**src/ntcc_pkg.sv**
```systemverilog
`default_nettype none

package ntcc_pkg;

  localparam int unsigned MaxNodesDefault = 64;
  localparam int unsigned NodeIdWidth     = 6;
  localparam int unsigned CountWidth      = 7;
  localparam int unsigned TallyWidth      = 32;
  localparam int unsigned ApbAddrWidth    = 3;
  localparam int unsigned ApbDataWidth    = 32;

  localparam logic [CountWidth-1:0]  NodeCountReset  = 7'd64;
  localparam logic [NodeIdWidth-1:0] SourceNodeReset = 6'd0;

  typedef enum logic [1:0] {
    MODE_HELLO_RX = 2'd0,
    MODE_HELLO_TX = 2'd1,
    MODE_REPORT   = 2'd2
  } mode_e;

  typedef struct packed {
    logic [1:0]             mode;
    logic [NodeIdWidth-1:0] receiver_node;
    logic [NodeIdWidth-1:0] sender_node;
  } req_t;

  typedef struct packed {
    logic [CountWidth-1:0] neighbor_count;
    logic [CountWidth-1:0] component_count;
    logic [TallyWidth-1:0] received_count;
    logic [TallyWidth-1:0] sent_count;
  } rsp_t;

  // Controller to datapath
  typedef struct packed {
    logic hello_rx;
    logic hello_tx;
    logic begin_report;
    logic rd_src;
    logic ld_row;
    logic scan_nb;
    logic start_search;
    logic skip_node;
    logic end_search;
    logic pop;
    logic rd_node;
    logic scan_edge;
    logic finish;
  } cmd_t;

  // Datapath to controller
  typedef struct packed {
    logic n_zero;
    logic scan_last;
    logic node_done;
    logic node_visited;
    logic stack_empty;
    logic out_free;
  } sts_t;

endpackage

`default_nettype wire

```
**src/ntcc_ctrl.sv**
```systemverilog
`default_nettype none

module ntcc_ctrl (
  input  wire logic          clk_i,
  input  wire logic          rst_ni,
  input  wire logic          in_valid_i,
  input  wire logic [1:0]    in_mode_i,
  input  wire ntcc_pkg::sts_t sts_i,
  output ntcc_pkg::cmd_t     cmd_o,
  output logic               in_stall_o
);

  typedef enum logic [3:0] {
    S_IDLE,
    S_NB_RD,
    S_NB_LD,
    S_NB_SCAN,
    S_NODE,
    S_POP,
    S_POP_RD,
    S_ROW_LD,
    S_EDGE_SCAN,
    S_DONE
  } state_e;

  state_e state_q, state_d;

  assign in_stall_o = (state_q != S_IDLE);

  always_comb begin
    cmd_o   = '0;
    state_d = state_q;
    unique case (state_q)
      S_IDLE: begin
        if (in_valid_i) begin
          case (ntcc_pkg::mode_e'(in_mode_i))
            ntcc_pkg::MODE_HELLO_RX: cmd_o.hello_rx = 1'b1;
            ntcc_pkg::MODE_HELLO_TX: cmd_o.hello_tx = 1'b1;
            ntcc_pkg::MODE_REPORT: begin
              cmd_o.begin_report = 1'b1;
              state_d            = S_NB_RD;
            end
            default: ;
          endcase
        end
      end
      S_NB_RD: begin
        if (sts_i.n_zero) begin
          state_d = S_DONE;
        end else begin
          cmd_o.rd_src = 1'b1;
          state_d      = S_NB_LD;
        end
      end
      S_NB_LD: begin
        cmd_o.ld_row = 1'b1;
        state_d      = S_NB_SCAN;
      end
      S_NB_SCAN: begin
        cmd_o.scan_nb = 1'b1;
        if (sts_i.scan_last) state_d = S_NODE;
      end
      S_NODE: begin
        if (sts_i.node_done) begin
          state_d = S_DONE;
        end else if (sts_i.node_visited) begin
          cmd_o.skip_node = 1'b1;
        end else begin
          cmd_o.start_search = 1'b1;
          state_d            = S_POP;
        end
      end
      S_POP: begin
        if (sts_i.stack_empty) begin
          cmd_o.end_search = 1'b1;
          state_d          = S_NODE;
        end else begin
          cmd_o.pop = 1'b1;
          state_d   = S_POP_RD;
        end
      end
      S_POP_RD: begin
        cmd_o.rd_node = 1'b1;
        state_d       = S_ROW_LD;
      end
      S_ROW_LD: begin
        cmd_o.ld_row = 1'b1;
        state_d      = S_EDGE_SCAN;
      end
      S_EDGE_SCAN: begin
        cmd_o.scan_edge = 1'b1;
        if (sts_i.scan_last) state_d = S_POP;
      end
      S_DONE: begin
        if (sts_i.out_free) begin
          cmd_o.finish = 1'b1;
          state_d      = S_IDLE;
        end
      end
      default: state_d = S_IDLE;
    endcase
  end

  always_ff @(posedge clk_i or negedge rst_ni) begin
    if (!rst_ni) begin
      state_q <= S_IDLE;
    end else begin
      state_q <= state_d;
    end
  end

endmodule

`default_nettype wire

```
**config.mk**
```make
export PLATFORM = sky130hd
export DESIGN_NAME = ntcc_ctrl
export DESIGN_NICKNAME = d
export VERILOG_FILES = /design/src/ntcc_pkg.sv /design/src/ntcc_ctrl.sv
export SDC_FILE = /design/constraint.sdc
export NUM_CORES = 1
export LEC_CHECK = 0
export CORE_AREA = 10 10 47 49
export DETAILED_ROUTE_END_ITERATION = 16
export DIE_AREA = 0 0 57 59
export DONT_BUFFER_PORTS = 1
export GPL_TIMING_DRIVEN = 0
export SYNTH_ARGS = -nofsm -noshare
export SYNTH_HDL_FRONTEND = slang
export SYNTH_SLANG_ARGS = --single-unit
```
**constraint.sdc**
```tcl
create_clock -name clk_i -period 3.5 [get_ports clk_i]
set_clock_uncertainty 0.2 [all_clocks]
set_input_delay 0.175 -clock clk_i [delete_from_list [all_inputs] [get_ports clk_i]]
set_output_delay 0.175 -clock clk_i [all_outputs]
set_load 0.02 [all_outputs]
```
* Word-level counts from Yosys, hierarchy flattened
Cells that the tools add are included.
** Word-level totals
- Word-level logic and storage cells :: 53
- Memories :: 0
- RAM bits :: 0
- Bits in registers :: 4
- Input port bits :: 11
- Bits in latches :: 0
- ROM bits :: 0
** Cells by class
- $mul :: 0
- Mux-type cells :: 30
- Shifts and indexed selects :: 0
- Divide/modulo/power cells :: 0
- Reductions and logical operators :: 5
- Equal/unequal tests :: 17
- Bitwise gates (word level) :: 0
- $lt $le $gt $ge :: 0
- $add $sub $neg :: 0
** Operators with widths (number)
- case mux 4 bit (10 select lines) :: 1
- 2-to-1 mux 4 bit :: 8
- == test 4 x 3 -> 1 bit (second input constant) :: 4
- 2-to-1 mux 1 bit :: 15
- == test 4 x 2 -> 1 bit (second input constant) :: 2
- == test 4 bit (second input constant) :: 2
- 2-to-1 mux 2 bit :: 4
- inequality test 2 bit (second input constant) :: 4
- 2-to-1 mux 3 bit :: 2
- AND reduction 6 bit :: 1
- == test 4 x 1 -> 1 bit (second input constant) :: 1
- logical NOT 4 bit :: 1
- nonzero test 4 bit :: 1
- inequality test 3 bit (second input constant) :: 1
- == test 2 x 1 -> 1 bit (second input constant) :: 1
- == test 2 bit (second input constant) :: 1
- logical NOT 2 bit :: 1
- inequality test 2 x 1 -> 1 bit (second input constant) :: 1
- OR reduction 2 bit :: 1

* Longest topological paths before layout
- Word-level depth :: 4
- Mapped depth :: 5

* Worst setup path before layout
No wires, ideal clock.
- Kind :: reg2out
- Start :: reg state_q[0]
- End :: out cmd_o[12] (netlist name)
- Arrival time :: 1588 ps
- Buffers on the path :: 0
- Stages on the path, launching flop included :: 4
- Setup slack :: 1537 ps
- Cells stage by stage :: dfrtp_1 -> or4_4 -> nor3b_1 -> nor2b_1
** RTL lines
- start, declared :: RTL line ntcc_ctrl.sv:26 : state_e state_q, state_d;
- start signal, assigned :: RTL line ntcc_ctrl.sv:108 : state_q <= state_d;
- end, declared :: RTL line ntcc_ctrl.sv:9 : output ntcc_pkg::cmd_t cmd_o,

==> run summary <==
The final layout contains 80 nets. The hold violation count in the final report is 0, and the number of global-route vias before repair is 433. In the synthesized netlist, the cells that appear most often are 5 x sky130_fd_sc_hd__nand2_1, 4 x sky130_fd_sc_hd__dfrtp_1, 4 x sky130_fd_sc_hd__inv_1, 4 x sky130_fd_sc_hd__nand2b_1, 4 x sky130_fd_sc_hd__nor3_1. For the pin with the worst max-slew slack, the measured transition is 0.927 ns. The initial antenna violation count came out at 0. The critical setup path kind is reg -> out.

The die is 57 µm wide. The logs give 20.2% for the share of the yosys chip area belonging to registers and 0 for the count of endpoints failing setup in the final report. The flow ran to the end, and the final reports show no timing, DRC or antenna violations.

The run gives 9 as the number of DRC markers after the initial detailed-route iteration. The first detailed-routing pass took 4 iterations. The multi-input combinational cells in the finished layout cover a total of 364 µm². Yosys instantiated no cell more often than sky130_fd_sc_hd__nand2_1.

The final layout contains routed wiring with a total length of 1300 µm. The startpoint type of the worst setup path was a flip-flop. The most used flip-flop cell after synthesis is sky130_fd_sc_hd__dfrtp_1. Relative slew slack: 37.6%.

The run gives 0.483 mW as the total power after layout. The share of total power in combinational logic is 69.5%. The portion of the clock cycle consumed by the worst path in the final layout works out to 65.0%.

After detailed placement, the design holds a cell count of 77. Derived from the worst setup path, the maximum achievable clock frequency is 440 MHz. In the final timing run, aggregate negative setup slack is 0 ns.

The tool flagged a number of max-cap violations equal to 0. The min-delay analysis places its worst path in the category in -> async. In this run the clock root is driven by a sky130_fd_sc_hd__clkbuf_4. The average cell area after synthesis is 8.14 µm².

In this run the static leakage power is 0.212 nW. In the final routed layout, each cell accounts on average for 15.6 µm. Counting flops with a built-in enable in the synthesized netlist gives 0. The layout has 154 filler cells. The largest registers in the layout are state_q: 4 flops. The tools report the area taken by flip-flops and latches as 100 µm². The clock transition at the registers of the reported paths was 0.04 ns; the per-cell via count in the routed design was 5.47. The congestion estimate from routability-driven global placement came to 0.754. The layout overhead on the synthesized area is 14.6%. The register containing the most flip-flops in the final layout is state_q. The post-route netlist has 16.4% of its cells at a drive strength greater than 1.

The initial utilization of the core area, before any placement, comes to 35.4%. No sink is reached through more buffers than the 2 on the longest clock path. VDD sags by at most 355 µV.

The arrival time at the worst endpoint is 1.90 ns. STA classifies the critical path endpoint as an output pin. For the final design utilization, the log shows 40.6%. The buffers inserted during post-CTS setup optimization is 0, and the switching portion of total power is 51.0%. Final hold analysis gives a worst-case slack of 0.0113 ns. During I/O placement, the number of pins put on the boundary was 25. The net switching power came out at 0.246 mW. The region available for standard cell placement spans 1400 µm².

Top-area cell type share of the netlist area: 20.2%. The final count of pins violating max slew is 0, and the largest net degree at the start of global routing is 11. The clock latency on the worst-skew pair was 0.23 ns; the part of the total power dissipated in sequential elements was 19.1%.

Post-synthesis async set-or-reset flop share: 100%. Input and output buffers added on the ports amount to 0. The number of H-tree levels was 1. In this run the cell area of the synthesized design comes to 497 µm². The relative contribution of the clock network to total power is 11.4%, and the post-layout instance count excluding filler cells is 83. Global routing used 7.64% of the available tracks. The height of the chip is 59 µm, and the power density relative to cell area is 848 nW/µm². The first global-routing pass estimated 2080 µm of wire.

In the post-synthesis netlist, the biggest area contributors are sky130_fd_sc_hd__dfrtp_1 20%, sky130_fd_sc_hd__o32ai_4 5.5%, sky130_fd_sc_hd__nand2b_1 5.0%, sky130_fd_sc_hd__nand3b_1 4.5%, sky130_fd_sc_hd__nor3b_1 4.5%. Largest stage delay on the critical path: 0.63 ns. When the netlist entered floorplanning its net count stood at 72.

The highest fanout seen on the critical path was 5. Synthesis produced a netlist whose cell count is 61. For the aggregate global routing overflow, the log shows 0. Setup repair after global routing left no endpoint under its margin. The highest-delay cell along the critical path was sky130_fd_sc_hd__or4_4. Internal power comes to 0.236 mW.

TritonCTS built the clock tree. 0 antenna diodes ended up in the layout. The worst endpoint required time is 3.12 ns, and the clock period minus worst slack is 2.27 ns. After floorplanning, the core was divided into 14 placement rows. Synthesis inferred 4 register bits. Quantity of gates resized following cts: 0.

In this run, CTS created clock tree buffers numbering 3. The DRC violation count after routing is 0. The tools report the estimated wirelength of the detail-placed design as 1040 µm. The detail route stage leaves a number of antenna-violating nets equal to 0.

The clock sink count is 4. Traced cell by cell, the critical path runs through or4_4, nor3b_1, nor2b_1. The floorplan step defined a die boundary enclosing 3360 µm².

During synthesis, Yosys emitted a total of 0 warnings. Flip-flop count of the largest register after layout: 4. Across all layers, the routed design uses 454 vias. The cell type with the highest aggregate area in the netlist was sky130_fd_sc_hd__dfrtp_1. Counting distinct cell types in the post-synthesis netlist gives 31.
[worst max-delay path: cells and delay by family, from the launching register on]
kind / cells / cell delay [ns]
flops: 1 / 0.41
simple gates: 3 / 1.26
[power groups by stage]
stage / registers (mW) / logic [mW] / clock network, mW
floorplan: 0.0861 / 0.280 / 0
global placement: 0.0932 / 0.324 / 0
detailed placement: 0.0932 / 0.327 / 0
CTS: 0.0926 / 0.338 / 0.0589
global route: 0.0960 / 0.370 / 0.0641
finish: 0.0923 / 0.335 / 0.0550
[final cells by class]
type                       count  share of cell area, %
buffer                         4                   3.08
clock buffer                   3                   3.96
inverter                       4                   2.64
timing repair buffer           3                   5.27
tap                           16                   3.52
sequential                     4                   17.6
multi-input combinational     49                   64.0
[metal layers]
metal  GRT usage (%)  part of all wire (%)
met3            1.93                   4.9
met2            12.4                    55
met4            5.03                     0
met5               0                     0
met1            8.64                    40
[what timing repair did]
| item | CTS | global route |
|---|---|---|
| endpoints found under the hold margin | 5 | 0 |
| hold buffers | 3 | 0 |
| endpoints found under the setup margin | 0 | 0 |
[placed cells by master, fill, tap and decap left out]
| cell | count |
|---|---|
| sky130_fd_sc_hd__or2b_1 | 1 |
| sky130_fd_sc_hd__buf_2 | 2 |
| sky130_fd_sc_hd__nor2b_1 | 2 |
| sky130_fd_sc_hd__o21ai_0 | 2 |
| sky130_fd_sc_hd__o41ai_1 | 1 |
| sky130_fd_sc_hd__clkbuf_4 | 3 |
| sky130_fd_sc_hd__dlygate4sd3_1 | 3 |
| sky130_fd_sc_hd__dfrtp_1 | 4 |
| sky130_fd_sc_hd__o21ai_1 | 2 |
| sky130_fd_sc_hd__nand2b_1 | 4 |
| sky130_fd_sc_hd__nor4b_1 | 1 |
| sky130_fd_sc_hd__clkbuf_1 | 2 |
| sky130_fd_sc_hd__a2bb2oi_1 | 1 |
| sky130_fd_sc_hd__xor2_1 | 2 |
| sky130_fd_sc_hd__nand2_1 | 5 |
| sky130_fd_sc_hd__o32a_1 | 1 |
| sky130_fd_sc_hd__o31ai_1 | 1 |
| sky130_fd_sc_hd__nor3_1 | 4 |
| sky130_fd_sc_hd__inv_1 | 4 |
| sky130_fd_sc_hd__and2_1 | 1 |
| sky130_fd_sc_hd__a21oi_1 | 2 |
| sky130_fd_sc_hd__o21a_1 | 1 |
| sky130_fd_sc_hd__or3b_4 | 1 |
| sky130_fd_sc_hd__or2_2 | 1 |
| sky130_fd_sc_hd__o32ai_4 | 1 |
| sky130_fd_sc_hd__nor4_1 | 2 |
| sky130_fd_sc_hd__nor2_1 | 3 |
| sky130_fd_sc_hd__or4_4 | 1 |
| sky130_fd_sc_hd__a211oi_4 | 1 |
| sky130_fd_sc_hd__nand3b_1 | 3 |
| sky130_fd_sc_hd__and3b_1 | 1 |
| sky130_fd_sc_hd__nor4_4 | 1 |
| sky130_fd_sc_hd__nor3b_1 | 3 |
[logic make-up after synthesis]
family | after synthesis | synth area share [%]
AOI/OAI and AO/OA | 13 | 24.2
xor gates and xnor gates | 2 | 3.53
buffers and inverters | 8 | 6.55
DFF | 4 | 20.2
and+or+nand+nor | 34 | 45.6
[metrics by stage]
stage | worst slack [ns] | area [µm²]
global placement | 1.46 | 517
detailed placement | 1.44 | 517
CTS | 1.19 | 569
global route | 1.10 | 569
floorplan | 1.54 | 497
finish | 1.23 | 569
[final timing paths]
path | cells past startpoint | slack (ns) | start | endpoint
setup reg to reg | 5 | 1.65 | state_q[3] | state_q[1]
max in group asynchronous | 1 | 2.93 | rst_ni | state_q[2]
hold / removal | 1 | 0.01 | rst_ni | state_q[3]
min in group clk_i | 3 | 0.02 | sts_i[4] | state_q[3]
setup / recovery | 3 | 1.23 | state_q[0] | cmd_o[12]
hold reg to reg | 3 | 0.57 | state_q[2] | state_q[3]
Power figures use the tool's default switching activity.
